### config.mk
export PLATFORM = sky130hd
export DESIGN_NAME = gray_pixel_quantize_pack_top_flat
export DESIGN_NICKNAME = d
export VERILOG_FILES = /design/src/gpqp_pkg.sv /design/src/gpqp_if.sv /design/src/gpqp_cfg.sv /design/src/gpqp_lane.sv /design/src/gpqp_merge.sv /design/src/gray_pixel_quantize_pack_top.sv /design/src/flat_wrapper.sv
export VERILOG_INCLUDE_DIRS = /design/src /design/src/src
export SDC_FILE = /design/constraint.sdc
export NUM_CORES = 2
export LEC_CHECK = 0
export BUFFER_PORTS_ARGS = -buffer_cell sky130_fd_sc_hd__buf_4
export CAP_MARGIN = 20
export CORE_AREA = 4 4 359 361
export DETAILED_ROUTE_END_ITERATION = 8
export DIE_AREA = 0 0 363 365
export PLACE_DENSITY = 0.62
export SKIP_CTS_REPAIR_TIMING = 1
export SLEW_MARGIN = 15
export SYNTH_ARGS = -nofsm -noshare
export SYNTH_HDL_FRONTEND = slang
export SYNTH_SLANG_ARGS = --single-unit
### constraint.sdc
create_clock -name clk -period 6.75 [get_ports clk]
set_input_delay 0.675 -clock clk [delete_from_list [all_inputs] [get_ports clk]]
set_output_delay 0.675 -clock clk [all_outputs]
set_load 0.05 [all_outputs]
### src/gray_pixel_quantize_pack_top_defines.svh
// Assertion helpers used by the top-level RTL.
`ifndef GRAY_PIXEL_QUANTIZE_PACK_TOP_DEFINES_SVH
`define GRAY_PIXEL_QUANTIZE_PACK_TOP_DEFINES_SVH

// Same-cycle implication.
`define GPQP_ASSERT_SAME(label, clk, rst, ante, cons, msg) \
  label: assert property (@(posedge clk) disable iff (rst) (ante) |-> (cons)) \
    else $error(msg);

// Next-cycle implication.
`define GPQP_ASSERT_NEXT(label, clk, rst, ante, cons, msg) \
  label: assert property (@(posedge clk) disable iff (rst) (ante) |=> (cons)) \
    else $error(msg);

`endif

### src/gpqp_pkg.sv
package gpqp_pkg;

  localparam int LANES             = 8;
  localparam int SAMPLE_W          = 16;
  localparam int DIM_W             = 13;
  localparam int CNT_W             = 12;
  localparam int LEVEL_W           = 4;
  localparam int PROD_W            = 20;
  localparam int MAX_LEVELS        = 15;
  localparam int GRAY4_LEVELS      = 3;
  localparam int BYTE_W            = 8;
  localparam int MAX_DIMENSION_DEF = 4096;
  localparam int MIN_DIM           = 160;
  localparam int WIDTH_ALIGN       = 16;
  localparam int CFG_ADDR_W        = 2;
  localparam int CFG_DATA_W        = 16;

  localparam logic [SAMPLE_W-1:0] BLACK_SAMPLE = '0;

  localparam logic [CFG_ADDR_W-1:0] REG_SAMPLE_MAX = 2'd0;
  localparam logic [CFG_ADDR_W-1:0] REG_SIXTEEN    = 2'd1;
  localparam logic [CFG_ADDR_W-1:0] REG_WIDTH      = 2'd2;
  localparam logic [CFG_ADDR_W-1:0] REG_HEIGHT     = 2'd3;

  localparam logic [SAMPLE_W-1:0] RST_SAMPLE_MAX = 16'd255;
  localparam logic [DIM_W-1:0]    RST_WIDTH      = 13'd160;
  localparam logic [DIM_W-1:0]    RST_HEIGHT     = 13'd160;

  localparam int MODE_W = 2;
  localparam logic [MODE_W-1:0] MODE_GRAY4  = 2'd0;
  localparam logic [MODE_W-1:0] MODE_GRAY16 = 2'd1;
  localparam logic [MODE_W-1:0] MODE_MONO   = 2'd2;

  typedef logic [MAX_LEVELS:1][PROD_W-1:0]  thr_t;
  typedef logic [LANES-1:0][SAMPLE_W-1:0]   sample_vec_t;
  typedef logic [LANES-1:0][LEVEL_W-1:0]    level_vec_t;

  typedef struct packed {
    logic [SAMPLE_W-1:0] sample_max;
    logic                zero_max;
    logic [MODE_W-1:0]   mode;
    logic [DIM_W-1:0]    width;
    logic [DIM_W-1:0]    height;
    logic [DIM_W:0]      pad_width;
    logic [DIM_W-1:0]    pad_height;
    logic [DIM_W:0]      bytes_per_row;
  } cfg_state_t;

endpackage

### src/gpqp_if.sv
interface gpqp_sample_if import gpqp_pkg::*; ();
  logic                valid;
  logic                ready;
  logic [SAMPLE_W-1:0] sample_0;
  logic [SAMPLE_W-1:0] sample_1;
  logic [SAMPLE_W-1:0] sample_2;
  logic [SAMPLE_W-1:0] sample_3;
  logic [SAMPLE_W-1:0] sample_4;
  logic [SAMPLE_W-1:0] sample_5;
  logic [SAMPLE_W-1:0] sample_6;
  logic [SAMPLE_W-1:0] sample_7;

  modport source (output valid, sample_0, sample_1, sample_2, sample_3,
                  sample_4, sample_5, sample_6, sample_7, input ready);
  modport sink (input valid, sample_0, sample_1, sample_2, sample_3,
                sample_4, sample_5, sample_6, sample_7, output ready);
endinterface

interface gpqp_result_if import gpqp_pkg::*; ();
  logic              valid;
  logic              ready;
  logic [BYTE_W-1:0] packed_byte;
  logic              row_end;
  logic              image_end;
  logic [DIM_W-1:0]  padded_width;
  logic [DIM_W-1:0]  padded_height;

  modport source (output valid, packed_byte, row_end, image_end, padded_width,
                  padded_height, input ready);
  modport sink (input valid, packed_byte, row_end, image_end, padded_width,
                padded_height, output ready);
endinterface

interface gpqp_cfg_if import gpqp_pkg::*; ();
  logic                  valid;
  logic                  ready;
  logic [CFG_ADDR_W-1:0] addr;
  logic [CFG_DATA_W-1:0] data;

  modport source (output valid, addr, data, input ready);
  modport sink (input valid, addr, data, output ready);
endinterface

### src/gpqp_cfg.sv
module gpqp_cfg import gpqp_pkg::*; #(
  parameter int MAX_DIMENSION = MAX_DIMENSION_DEF
) (
  input  logic       clk,
  input  logic       rst,
  gpqp_cfg_if.sink   cfg,
  output cfg_state_t state,
  output thr_t       thr
);

  logic [SAMPLE_W-1:0] sample_max;
  logic                sixteen_level;
  logic [DIM_W-1:0]    image_width;
  logic [DIM_W-1:0]    image_height;
  logic [DIM_W-1:0]    w_cl;
  logic [DIM_W-1:0]    h_cl;
  logic [DIM_W:0]      w_round;
  logic [DIM_W:0]      pw;
  logic [MODE_W-1:0]   mode;

  assign cfg.ready = 1'b1;

  always_ff @(posedge clk) begin
    if (rst) begin
      sample_max    <= RST_SAMPLE_MAX;
      sixteen_level <= 1'b0;
      image_width   <= RST_WIDTH;
      image_height  <= RST_HEIGHT;
    end else if (cfg.valid && cfg.ready) begin
      case (cfg.addr)
        REG_SAMPLE_MAX: sample_max    <= cfg.data;
        REG_SIXTEEN:    sixteen_level <= cfg.data[0];
        REG_WIDTH:      image_width   <= cfg.data[DIM_W-1:0];
        REG_HEIGHT:     image_height  <= cfg.data[DIM_W-1:0];
        default: ;
      endcase
    end
  end

  // k * sample_max, registered in the cycle after the register changes
  always_ff @(posedge clk) begin
    for (int k = 1; k <= MAX_LEVELS; k++) begin
      thr[k] <= PROD_W'(sample_max) * PROD_W'(k);
    end
  end

  always_comb begin
    w_cl = (int'(image_width) > MAX_DIMENSION) ? DIM_W'(MAX_DIMENSION) : image_width;
    h_cl = (int'(image_height) > MAX_DIMENSION) ? DIM_W'(MAX_DIMENSION) : image_height;
    w_round = ({1'b0, w_cl} + (DIM_W+1)'(WIDTH_ALIGN - 1)) & ~(DIM_W+1)'(WIDTH_ALIGN - 1);
    pw = (w_round < (DIM_W+1)'(MIN_DIM)) ? (DIM_W+1)'(MIN_DIM) : w_round;
    if (sample_max == SAMPLE_W'(1)) begin
      mode = MODE_MONO;
    end else if (sixteen_level) begin
      mode = MODE_GRAY16;
    end else begin
      mode = MODE_GRAY4;
    end
    state.sample_max = sample_max;
    state.zero_max   = (sample_max == '0);
    state.mode       = mode;
    state.width      = w_cl;
    state.height     = h_cl;
    state.pad_width  = pw;
    state.pad_height = (h_cl < DIM_W'(MIN_DIM)) ? DIM_W'(MIN_DIM) : h_cl;
    case (mode)
      MODE_MONO:   state.bytes_per_row = pw >> 3;
      MODE_GRAY16: state.bytes_per_row = pw >> 1;
      default:     state.bytes_per_row = pw >> 2;
    endcase
  end

endmodule

### src/gpqp_lane.sv
module gpqp_lane import gpqp_pkg::*; (
  input  logic [SAMPLE_W-1:0] sample,
  input  logic [MODE_W-1:0]   mode,
  input  logic                zero_max,
  input  logic                on,
  input  thr_t                thr,
  output logic [LEVEL_W-1:0]  level
);

  logic [PROD_W-1:0]  prod;
  logic [LEVEL_W-1:0] max_level;
  logic [LEVEL_W-1:0] quot;

  always_comb begin
    if (mode == MODE_GRAY16) begin
      prod      = PROD_W'({sample, 4'b0}) - PROD_W'(sample);
      max_level = LEVEL_W'(MAX_LEVELS);
    end else begin
      prod      = PROD_W'({sample, 1'b0}) + PROD_W'(sample);
      max_level = LEVEL_W'(GRAY4_LEVELS);
    end
    // thresholds are monotone: largest k with k*max <= prod is the quotient
    quot = '0;
    for (int k = 1; k <= MAX_LEVELS; k++) begin
      if (LEVEL_W'(k) <= max_level && thr[k] <= prod) begin
        quot = LEVEL_W'(k);
      end
    end
    if (!on) begin
      level = '0;
    end else if (mode == MODE_MONO) begin
      level = (sample == BLACK_SAMPLE) ? LEVEL_W'(1) : '0;
    end else if (zero_max) begin
      level = max_level;
    end else begin
      level = max_level - quot;
    end
  end

endmodule

### src/gpqp_merge.sv
module gpqp_merge import gpqp_pkg::*; (
  input  level_vec_t        levels,
  input  logic [MODE_W-1:0] mode,
  output logic [BYTE_W-1:0] byte_out
);

  always_comb begin
    byte_out = '0;
    case (mode)
      MODE_MONO: begin
        for (int i = 0; i < LANES; i++) begin
          byte_out[BYTE_W-1-i] = levels[i][0];
        end
      end
      MODE_GRAY16: begin
        for (int i = 0; i < 2; i++) begin
          byte_out[BYTE_W-1-4*i -: 4] = levels[i];
        end
      end
      default: begin
        for (int i = 0; i < 4; i++) begin
          byte_out[BYTE_W-1-2*i -: 2] = levels[i][1:0];
        end
      end
    endcase
  end

endmodule

### src/gray_pixel_quantize_pack_top.sv
// The result passes the stage-one and output registers before it is offered.
// Throughput: one request per cycle unless stalled; an empty stage one fills in a stall.
// Quantization: in gray modes eight lanes test against registered k*sample_max thresholds.
// Reset: registers return to 255/0/160/160, column and row counters to 0, pipeline empties.
// Thresholds follow a sample_max write in the cycle after the register changes.
`include "gray_pixel_quantize_pack_top_defines.svh"

module gray_pixel_quantize_pack_top import gpqp_pkg::*; #(
  parameter int MAX_DIMENSION = MAX_DIMENSION_DEF
) (
  input  logic         clk,
  input  logic         rst,
  gpqp_sample_if.sink  samples,
  gpqp_result_if.source result,
  gpqp_cfg_if.sink     cfg
);

  cfg_state_t cs;
  thr_t       thr;

  logic [CNT_W-1:0] byte_column;
  logic [CNT_W-1:0] row_index;

  logic en1;
  logic en2;
  logic accept;

  sample_vec_t       raw;
  sample_vec_t       clamped;
  logic [LANES-1:0]  lane_on;
  logic [CNT_W+2:0]  col_base;
  logic              last_col;
  logic              last_row;

  logic              s1_v;
  sample_vec_t       s1_samples;
  logic [LANES-1:0]  s1_on;
  logic [MODE_W-1:0] s1_mode;
  logic              s1_zero;
  logic              s1_row_end;
  logic              s1_img_end;
  logic [DIM_W-1:0]  s1_pw;
  logic [DIM_W-1:0]  s1_ph;

  level_vec_t        levels;
  logic [BYTE_W-1:0] merged;

  logic              out_v;
  logic [BYTE_W-1:0] out_byte;
  logic              out_row_end;
  logic              out_img_end;
  logic [DIM_W-1:0]  out_pw;
  logic [DIM_W-1:0]  out_ph;

  gpqp_cfg #(.MAX_DIMENSION(MAX_DIMENSION)) u_cfg (
    .clk   (clk),
    .rst   (rst),
    .cfg   (cfg),
    .state (cs),
    .thr   (thr)
  );

  assign en2           = !out_v || result.ready;
  assign en1           = !s1_v || en2;
  assign samples.ready = en1;
  assign accept        = samples.valid && en1;

  assign raw[0] = samples.sample_0;
  assign raw[1] = samples.sample_1;
  assign raw[2] = samples.sample_2;
  assign raw[3] = samples.sample_3;
  assign raw[4] = samples.sample_4;
  assign raw[5] = samples.sample_5;
  assign raw[6] = samples.sample_6;
  assign raw[7] = samples.sample_7;

  always_comb begin
    case (cs.mode)
      MODE_MONO:   col_base = {byte_column, 3'b000};
      MODE_GRAY16: col_base = {2'b00, byte_column, 1'b0};
      default:     col_base = {1'b0, byte_column, 2'b00};
    endcase
    for (int i = 0; i < LANES; i++) begin
      clamped[i] = (raw[i] > cs.sample_max) ? cs.sample_max : raw[i];
      lane_on[i] = ((col_base + (CNT_W+3)'(i)) < (CNT_W+3)'(cs.width))
                   && ({1'b0, row_index} < cs.height);
    end
    last_col = ((DIM_W+1)'(byte_column) + (DIM_W+1)'(1)) >= cs.bytes_per_row;
    last_row = (DIM_W'(row_index) + DIM_W'(1)) >= cs.pad_height;
  end

  always_ff @(posedge clk) begin
    if (rst) begin
      byte_column <= '0;
      row_index   <= '0;
    end else if (accept) begin
      if (last_col) begin
        byte_column <= '0;
        row_index   <= last_row ? '0 : row_index + CNT_W'(1);
      end else begin
        byte_column <= byte_column + CNT_W'(1);
      end
    end
  end

  always_ff @(posedge clk) begin
    if (rst) begin
      s1_v <= 1'b0;
    end else if (en1) begin
      s1_v <= samples.valid;
    end
  end

  always_ff @(posedge clk) begin
    if (accept) begin
      s1_samples <= clamped;
      s1_on      <= lane_on;
      s1_mode    <= cs.mode;
      s1_zero    <= cs.zero_max;
      s1_row_end <= last_col;
      s1_img_end <= last_col && last_row;
      s1_pw      <= cs.pad_width[DIM_W-1:0];
      s1_ph      <= cs.pad_height;
    end
  end

  for (genvar g = 0; g < LANES; g++) begin : g_lane
    gpqp_lane u_lane (
      .sample   (s1_samples[g]),
      .mode     (s1_mode),
      .zero_max (s1_zero),
      .on       (s1_on[g]),
      .thr      (thr),
      .level    (levels[g])
    );
  end

  gpqp_merge u_merge (
    .levels   (levels),
    .mode     (s1_mode),
    .byte_out (merged)
  );

  always_ff @(posedge clk) begin
    if (rst) begin
      out_v <= 1'b0;
    end else if (en2) begin
      out_v <= s1_v;
    end
  end

  always_ff @(posedge clk) begin
    if (en2 && s1_v) begin
      out_byte    <= merged;
      out_row_end <= s1_row_end;
      out_img_end <= s1_img_end;
      out_pw      <= s1_pw;
      out_ph      <= s1_ph;
    end
  end

  assign result.valid         = out_v;
  assign result.packed_byte   = out_byte;
  assign result.row_end       = out_row_end;
  assign result.image_end     = out_img_end;
  assign result.padded_width  = out_pw;
  assign result.padded_height = out_ph;

  `GPQP_ASSERT_SAME(a_img_end_row_end, clk, rst, out_v && out_img_end, out_row_end,
                    "image end without row end")
  `GPQP_ASSERT_NEXT(a_wrap, clk, rst, accept && last_col && last_row,
                    byte_column == '0 && row_index == '0, "counters did not wrap at image end")
  `GPQP_ASSERT_NEXT(a_s1_hold, clk, rst, s1_v && !en2,
                    s1_v && $stable(s1_samples) && $stable(s1_on), "stage one lost a stalled request")
  `GPQP_ASSERT_NEXT(a_thr_track, clk, rst, 1'b1, thr[1] == $past(PROD_W'(cs.sample_max)),
                    "threshold out of step with sample_max")

endmodule
### src/flat_wrapper.sv
// flat-port wrapper written by rule: the top's interface ports become plain ports
module gray_pixel_quantize_pack_top_flat import gpqp_pkg::*;
#(
  parameter int MAX_DIMENSION = MAX_DIMENSION_DEF
)
  (clk, rst, samples_valid, samples_sample_0, samples_sample_1, samples_sample_2, samples_sample_3, samples_sample_4, samples_sample_5, samples_sample_6, samples_sample_7, samples_ready, result_valid, result_packed_byte, result_row_end, result_image_end, result_padded_width, result_padded_height, result_ready, cfg_valid, cfg_addr, cfg_data, cfg_ready);
  gpqp_sample_if samples_i ();
  gpqp_result_if result_i ();
  gpqp_cfg_if cfg_i ();
  input  logic clk;
  input  logic rst;
  input wire logic [$bits(samples_i.valid)-1:0] samples_valid;
  input wire logic [$bits(samples_i.sample_0)-1:0] samples_sample_0;
  input wire logic [$bits(samples_i.sample_1)-1:0] samples_sample_1;
  input wire logic [$bits(samples_i.sample_2)-1:0] samples_sample_2;
  input wire logic [$bits(samples_i.sample_3)-1:0] samples_sample_3;
  input wire logic [$bits(samples_i.sample_4)-1:0] samples_sample_4;
  input wire logic [$bits(samples_i.sample_5)-1:0] samples_sample_5;
  input wire logic [$bits(samples_i.sample_6)-1:0] samples_sample_6;
  input wire logic [$bits(samples_i.sample_7)-1:0] samples_sample_7;
  output wire logic [$bits(samples_i.ready)-1:0] samples_ready;
  output wire logic [$bits(result_i.valid)-1:0] result_valid;
  output wire logic [$bits(result_i.packed_byte)-1:0] result_packed_byte;
  output wire logic [$bits(result_i.row_end)-1:0] result_row_end;
  output wire logic [$bits(result_i.image_end)-1:0] result_image_end;
  output wire logic [$bits(result_i.padded_width)-1:0] result_padded_width;
  output wire logic [$bits(result_i.padded_height)-1:0] result_padded_height;
  input wire logic [$bits(result_i.ready)-1:0] result_ready;
  input wire logic [$bits(cfg_i.valid)-1:0] cfg_valid;
  input wire logic [$bits(cfg_i.addr)-1:0] cfg_addr;
  input wire logic [$bits(cfg_i.data)-1:0] cfg_data;
  output wire logic [$bits(cfg_i.ready)-1:0] cfg_ready;
  assign samples_i.valid = samples_valid;
  assign samples_i.sample_0 = samples_sample_0;
  assign samples_i.sample_1 = samples_sample_1;
  assign samples_i.sample_2 = samples_sample_2;
  assign samples_i.sample_3 = samples_sample_3;
  assign samples_i.sample_4 = samples_sample_4;
  assign samples_i.sample_5 = samples_sample_5;
  assign samples_i.sample_6 = samples_sample_6;
  assign samples_i.sample_7 = samples_sample_7;
  assign samples_ready = samples_i.ready;
  assign result_valid = result_i.valid;
  assign result_packed_byte = result_i.packed_byte;
  assign result_row_end = result_i.row_end;
  assign result_image_end = result_i.image_end;
  assign result_padded_width = result_i.padded_width;
  assign result_padded_height = result_i.padded_height;
  assign result_i.ready = result_ready;
  assign cfg_i.valid = cfg_valid;
  assign cfg_i.addr = cfg_addr;
  assign cfg_i.data = cfg_data;
  assign cfg_ready = cfg_i.ready;
  gray_pixel_quantize_pack_top #(.MAX_DIMENSION(MAX_DIMENSION)) u_core (.clk(clk), .rst(rst), .samples(samples_i), .result(result_i), .cfg(cfg_i));
endmodule
**After elaboration in Yosys (flattened, before gate mapping)**

Cells that the tools add are included.

- Bits in registers: 498
- Input bits: 151
- Logic and storage cells: 379

- Add/sub/neg operators: 24
- $mul: 11
- Order comparisons: 98
- Equal/unequal tests: 8
- Mux-type cells: 108
- Reduce and logical (&&, ||, !) cells: 90

Operator list:

| kind | count |
|---|---|
| $le 20x20->1 | 28 |
| $le 19x20->1 | 16 |
| $le 18x20->1 | 8 |
| $logic_not 16->1 | 9 |
| $mux 4 | 35 |
| $gt 16x16->1 | 8 |
| $mux 16 | 8 |
| $lt 15x13->1 | 8 |
| $le 16x20->1 | 4 |
| $le 17x20->1 | 4 |
| $mul 16x4->20 const B | 4 |
| $mux 20 | 4 |
| $sub 20x16->20 | 4 |
| $mul 16x3->19 const B | 4 |
| $add 17x16->18 | 4 |
| $logic_and 1x1->1 | 71 |
| $mux 2 | 35 |
| $add 15x3->15 const B | 4 |
| $mul 16x2->18 const B | 3 |
| $mux 13 | 3 |
| $le 4x4->1 const A | 8 |
| $add 15x2->15 const B | 2 |
| $pmux 15 s2 | 1 |
| $add 12x1->13 const B | 2 |
| other kinds (26) | 62 |

**Logic depth before layout (Yosys ltp)**

- Depth after elaboration: 24
- Mapped depth: 29
- Depth with buffers taken out: 29

**Modules after synthesis**

From an unflattened synthesis, not the netlist that was laid out.

- Cell total of the unflattened synthesis: 11182
- Area, all modules: 96178.5 um2

Modules (own cells, without submodules):

| module | times used | cells an instance | area an instance (um2) | sequential area each (um2) |
|---|---|---|---|---|
| gpqp_lane at u_core.g_lane[0].u_lane ... | 2 | 1036 | 8453.1 | 0.0 |
| gray_pixel_quantize_pack_top | 1 | 1324 | 15342.2 | 6616.3 |
| gpqp_cfg | 1 | 1421 | 13001.2 | 3563.4 |
| gpqp_lane at u_core.g_lane[4].u_lane | 1 | 1059 | 8504.4 | 0.0 |
| gpqp_lane at u_core.g_lane[7].u_lane | 1 | 1056 | 8458.1 | 0.0 |
| gpqp_lane at u_core.g_lane[3].u_lane | 1 | 1074 | 8455.6 | 0.0 |
| gpqp_lane at u_core.g_lane[1].u_lane | 1 | 1046 | 8451.9 | 0.0 |
| gpqp_lane at u_core.g_lane[6].u_lane | 1 | 1051 | 8440.6 | 0.0 |
| gpqp_lane at u_core.g_lane[2].u_lane | 1 | 1048 | 8434.3 | 0.0 |
| gpqp_merge | 1 | 31 | 183.9 | 0.0 |

**Least setup slack after synthesis**

OpenSTA, ideal clock, no wires.

- Kind: input port to flip-flop
- Start point: input result_ready
- End point: register u_core.row_index[8]
- Setup time: 0.130 ns
- Arrival time: 6.867 ns
- Path slack: -0.247 ns
- Stages on the path: 9
- Path buffers: 2
- Cell sequence: nor2b_1 nand2_1 nand2_1 inv_1 clkbuf_1 nand2_1 clkbuf_1 a21oi_1 o32ai_1

- Word-level cells in the longest chain between the ends: 4

RTL lines:

| element | line | source |
|---|---|---|
| start: declaration | flat_wrapper.sv:28 | `input wire logic [$bits(result_i.ready)-1:0] result_ready;` |
| $logic_or 1x1->1 | gray_pixel_quantize_pack_top.sv:63 | `assign en2 = !out_v \|\| result.ready;` |
| $logic_or 1x1->1 | gray_pixel_quantize_pack_top.sv:64 | `assign en1 = !s1_v \|\| en2;` |
| via samples_ready | flat_wrapper.sv:21 | `output wire logic [$bits(samples_i.ready)-1:0] samples_ready;` |
| $logic_and 1x1->1 | gray_pixel_quantize_pack_top.sv:66 | `assign accept = samples.valid && en1;` |
| via u_core.accept | gray_pixel_quantize_pack_top.sv:26 | `logic accept;` |
| $reduce_and 2->1 (no source line) | - |  |
| end signal: assignment | gray_pixel_quantize_pack_top.sv:99 | `row_index <= last_row ? '0 : row_index + CNT_W'(1);` |
| end: declaration | gray_pixel_quantize_pack_top.sv:22 | `logic [CNT_W-1:0] row_index;` |

The timed path passes the listed nets, and every way through them passes these cells.
A chain may end at the register's enable or synchronous reset.

**Final worst setup path**

- Start point: register u_core.s1_samples[17] (netlist bit)
- End point: register u_core.out_byte[3], in the netlist u_core.result.packed_byte[3] (data pin)

- Word-level cells in the longest chain between the ends: 24
- Elaborated cells on any way between the ends: 53

RTL lines:

| element | line | source |
|---|---|---|
| start: declaration | gray_pixel_quantize_pack_top.sv:36 | `sample_vec_t s1_samples;` |
| start signal: assignment | gray_pixel_quantize_pack_top.sv:116 | `s1_samples <= clamped;` |
| $sub 20x16->20 / $add 17x16->18 (equally long branches) | gpqp_lane.sv:16, gpqp_lane.sv:19 |  |
| $mux 20 * | gpqp_lane.sv:15 | `if (mode == MODE_GRAY16) begin` |
| $le 16x20->1 | gpqp_lane.sv:25 | `if (LEVEL_W'(k) <= max_level && thr[k] <= prod) begin` |
| $logic_and 1x1->1 | gpqp_lane.sv:25 |  |
| $mux 1 | gpqp_lane.sv:25 |  |
| $mux 4 (13 in a row) | gpqp_lane.sv:25 |  |
| $mux 4 * | gpqp_lane.sv:25 |  |
| $sub 4x4->4 * | gpqp_lane.sv:36 | `level = max_level - quot;` |
| $mux 4 * | gpqp_lane.sv:33 | `end else if (zero_max) begin` |
| $mux 4 * | gpqp_lane.sv:31 | `end else if (mode == MODE_MONO) begin` |
| $mux 4 * | gpqp_lane.sv:29 | `if (!on) begin` |
| $pmux 8 s2 * | gpqp_merge.sv:9 | `case (mode)` |
| via u_core.merged[3] | gray_pixel_quantize_pack_top.sv:46 | `logic [BYTE_W-1:0] merged;` |
| end signal: assignment | gray_pixel_quantize_pack_top.sv:154 | `out_byte <= merged;` |
| end: declaration | gray_pixel_quantize_pack_top.sv:49 | `logic [BYTE_W-1:0] out_byte;` |

Mark *: on every way through the listed nets, which the timed path passes. The rest lies on a longest branch.

==> flow_summary_export.csv <==
group,metric,value,unit
worst_setup_path,crit_path_start_kind,"flip-flop",
worst_setup_path,cp_top_family,"compound AO/OA/AOI/OAI gates",
worst_setup_path,worst_endpoint_required_time,7110,ps
floorplanning,die_area,132000,um^2
clock_network,cts_h_tree_depth,2,
sta,tns,0,ps
clock_network,clock_path_buffers,3,
worst_setup_path,worst_ep_arrival_time,6740,ps
power_and_ir_drop,clock_power_share,19.2,%
synth,ys_async_sr_fraction,0,%
sta,postLayoutSetupSlackWorst,374,ps
job,drv_cap,0,
global_routing,number_of_global_route_vias_before_repair,50600,
detailed_routing,met3_wirelength,20600,um
sta,endpoints_failing_hold,0,
synth,yosys_warnings,0,
sta,finalMaxSlewViolations,0,
worst_setup_path,path_buf_inv,3,
sta,worst_clock_skew,29.0,ps
detailed_routing,wl_per_cell,28.9,um
placement,placedInstanceArea,61200,um^2
worst_setup_path,worstPathMaxFanout,14,
power_and_ir_drop,power.combinational.fraction,56.6,%
placement,dp_slack,353,ps
placement,place_congestion,1.04,
floorplanning,coreArea,125000,um^2
synth,ys_ff_latch,399,
power_and_ir_drop,pwr_density_cell,245,nW/um^2
layout,drive_gt1_share,11.2,%
synth,synth_area_leader_cell,"sky130_fd_sc_hd__ha_1",
clock_network,clock-sinks,399,
clock_network,clk_pin_slew,70,ps
layout,layout_commonest_cell,"sky130_fd_sc_hd__ha_1",
sta,timing.final.crit_period,6380,ps
power_and_ir_drop,power_switching_share,47.5,%
detailed_routing,wl_met1,99800,um
global_routing,antenna_found_initial,27,
layout,most-common-layout-cells,"1532 x sky130_fd_sc_hd__ha_1, 526 x sky130_fd_sc_hd__a21oi_1, 389 x sky130_fd_sc_hd__a21o_1",
global_routing,grt_pass1_wl,343000,um
global_routing,largest_net_degree_at_the_start_of_global_routing,135,
placement,place_hpwl,188000,um
floorplanning,chipHeight,365,um
power_and_ir_drop,power.switching,7.32,mW
detailed_routing,detailedRoute.firstPassIterationCount,5,
synth,mappedNetlistArea,56400,um^2
synth,syn_inst,6289,
floorplanning,die_w,363,um
worst_setup_path,crit_type,"reg2reg",
power_and_ir_drop,static-leakage-power,30.3,nW
detailed_routing,count_of_antenna_violating_nets_left_after_detailed_routing,0,
detailed_routing,avg_vias_per_cell,6.38,
synth,yosys.cell_types.count,97,
global_routing,total_track_usage,35.2,%
detailed_routing,drt-initial-drc-count,5445,
worst_setup_path,cells_along_the_critical_path,"inv_1, ha_1, a211oi_1, nor2_1, o221a_2, a21oi_1, o21ai_0, a41oi_1, and3_1, ha_1, nand4_1, nor4_1, a221oi_1, a21o_1, a2111oi_0, buf_4, o21ai_0, ha_1, inv_1, a31o_2, a31oi_1, o31ai_1, a31oi_1",
floorplanning,io_pins,190,
detailed_routing,route.top_layer_used,"met5",
power_and_ir_drop,power.share.sequential,24.2,%
power_and_ir_drop,p_int,8.11,mW
synth,post_synth_main_area_contributors,"sky130_fd_sc_hd__ha_1 34%, sky130_fd_sc_hd__edfxtp_1 10%, sky130_fd_sc_hd__dfxtp_1 7.2%, sky130_fd_sc_hd__a21o_1 5.2%, sky130_fd_sc_hd__a21oi_1 4.9%",
worst_setup_path,critical_path.most_common_cell,"sky130_fd_sc_hd__ha_1",
layout,area_growth,11.9,%
clock_network,tritoncts,"yes",
clock_network,cts.root.buffer_cell,"sky130_fd_sc_hd__clkbuf_16",
clock_network,worst_skew_pair.late_latency,670,ps
floorplanning,fp-row-count,130,
detailed_routing,totalWireLength,241000,um
sta,fmax,157,MHz
synth,synth_edf_count,195,
layout,design.final.nets,8391,
worst_hold_path,hold_class,"in2reg",
placement,portBuffers,184,
clock_network,tritoncts.num_buffers,50,
sta,worst_slew_pin_slew,1160,ps
synth,synth.yosys.seq_area_share,17.6,%
sta,setup_viol,0,
sta,fin_hold_ws,245,ps
synth,postSynthAreaPerCell,8.96,um^2
sta,worst_slew_margin_rel,22.7,%
synth,yosysTopAreaCellShare,34.0,%
detailed_routing,remaining_drc_errors,0,
worst_setup_path,cpPeakStageDelay,760,ps
synth,yosys_most_used_dff,"sky130_fd_sc_hd__dfxtp_1",
global_routing,congestion_overflow_gr,0,
outcome,result_of_the_run,"completed",
detailed_routing,routed-via-count,53100,
layout,filler_cell_count,11800,
layout,stdcell_area,63100,um^2
sta,grt_setup_unrepaired,"no",
sta,final.period_utilization,94.5,%
power_and_ir_drop,vdd_ir_drop_max,207,uV
floorplanning,initial_core_util,44.9,%
worst_setup_path,critical-path-slowest-cell,"sky130_fd_sc_hd__and3_1",
worst_setup_path,worst_setup_path_end_kind,"flip-flop",
detailed_routing,routed-wl-met2,103000,um
## power groups by stage
stage / logic, mW / clock network, mW / registers [mW]
4_1_cts: 8.55 / 3.01 / 3.64
5_1_grt: 9.69 / 3.09 / 3.67
2_1_floorplan: 5.65 / 0 / 3.24
6_report: 8.74 / 2.96 / 3.73
3_5_place_dp: 8.49 / 0 / 3.69
3_3_place_gp: 8.30 / 0 / 3.69
## state kept, by name, summed over array words and instances (netlist names), 13 cells and up
signal and flops:
u_core.result.padded_height 13, u_core.s1_ph 13, u_core.s1_samples 128, u_core.u_cfg.image_height 13, u_core.u_cfg.image_width 13, u_core.u_cfg.sample_max 16, u_core.u_cfg.thr 135
## final timing paths
| path | endpoint | slack [ps] | cells after the start | from |
|---|---|---|---|---|
| worst max-delay path | u_core.result.packed_byte[3] | 370 | 23 | u_core.s1_samples[17] |
| worst min-delay path | u_core.s1_v | 250 | 3 | samples_valid |
| worst max register to register | u_core.result.packed_byte[3] | 370 | 23 | u_core.s1_samples[17] |
| worst min register to register | u_core.result.padded_height[8] | 420 | 0 | u_core.s1_ph[8] |
## routing by layer
metal	track usage, %	vias up
met1	45.9	25300
met4	20.6	2
met5	0	-
met2	55.0	2437
met3	5.91	644
li1	-	24700
## cells by family (layout without fill, tap and decap cells)
| kind of cell | count (synthesis) | in the layout | synth area share (%) |
|---|---|---|---|
| XOR/XNOR | 241 | 241 | 3.75 |
| adder cells (fa/ha/maj) | 1611 | 1611 | 36.8 |
| AO/OA/AOI/OAI | 1826 | 1826 | 21.1 |
| flip-flops | 399 | 399 | 17.6 |
| other | 2 | 19 | 0.0133 |
| buffers and inverters | 443 | 821 | 2.99 |
| AND/OR/NAND/NOR | 1619 | 1619 | 14.8 |
| multiplexers | 148 | 148 | 2.92 |
## synth_stat cells, types with 78 or more instances
library cell and instances:
sky130_fd_sc_hd__a21o_1 389, sky130_fd_sc_hd__a21oi_1 548, sky130_fd_sc_hd__dfxtp_1 204, sky130_fd_sc_hd__edfxtp_1 195, sky130_fd_sc_hd__fa_1 78, sky130_fd_sc_hd__ha_1 1533
sky130_fd_sc_hd__inv_1 345, sky130_fd_sc_hd__mux2_2 126, sky130_fd_sc_hd__nand2_1 385, sky130_fd_sc_hd__nand3_1 155, sky130_fd_sc_hd__nand4_1 254, sky130_fd_sc_hd__nor2_1 304
sky130_fd_sc_hd__nor2b_1 105, sky130_fd_sc_hd__nor3_1 84, sky130_fd_sc_hd__o21a_1 102, sky130_fd_sc_hd__o21ai_0 309, sky130_fd_sc_hd__xnor2_1 181
## metrics by stage
stage | std cells | power (mW) | utilization (%)
CTS | 8321 | 15.2 | 50.2
global placement | 8226 | 12.0 | 48.8
floorplan | 6293 | 8.89 | -
detailed placement | 8227 | 12.2 | 48.8
global route | 8323 | 16.4 | 50.3
finish | 8334 | 15.4 | 50.3
## final cells by class
class,count,area (um^2),share of cell area (%)
sequential,399,9970,15.8
inverter,349,1320,2.09
clock buffer,68,1440,2.29
timing repair buffer,378,2870,4.55
tap,1650,2060,3.27
antenna,13,32.5,0.0516
multi-input combinational,5451,45000,71.4
clock inverter,26,348,0.552
## worst register-to-register path, delay by kind of cell, from the launching register on
family	cells	cell delay [ps]
simple gates	4	1500
flops	1	480
fa+ha+maj	3	790
compound gates	13	2880
buf+inv	3	440
Note: power is estimated with default switching activity, not from simulation.
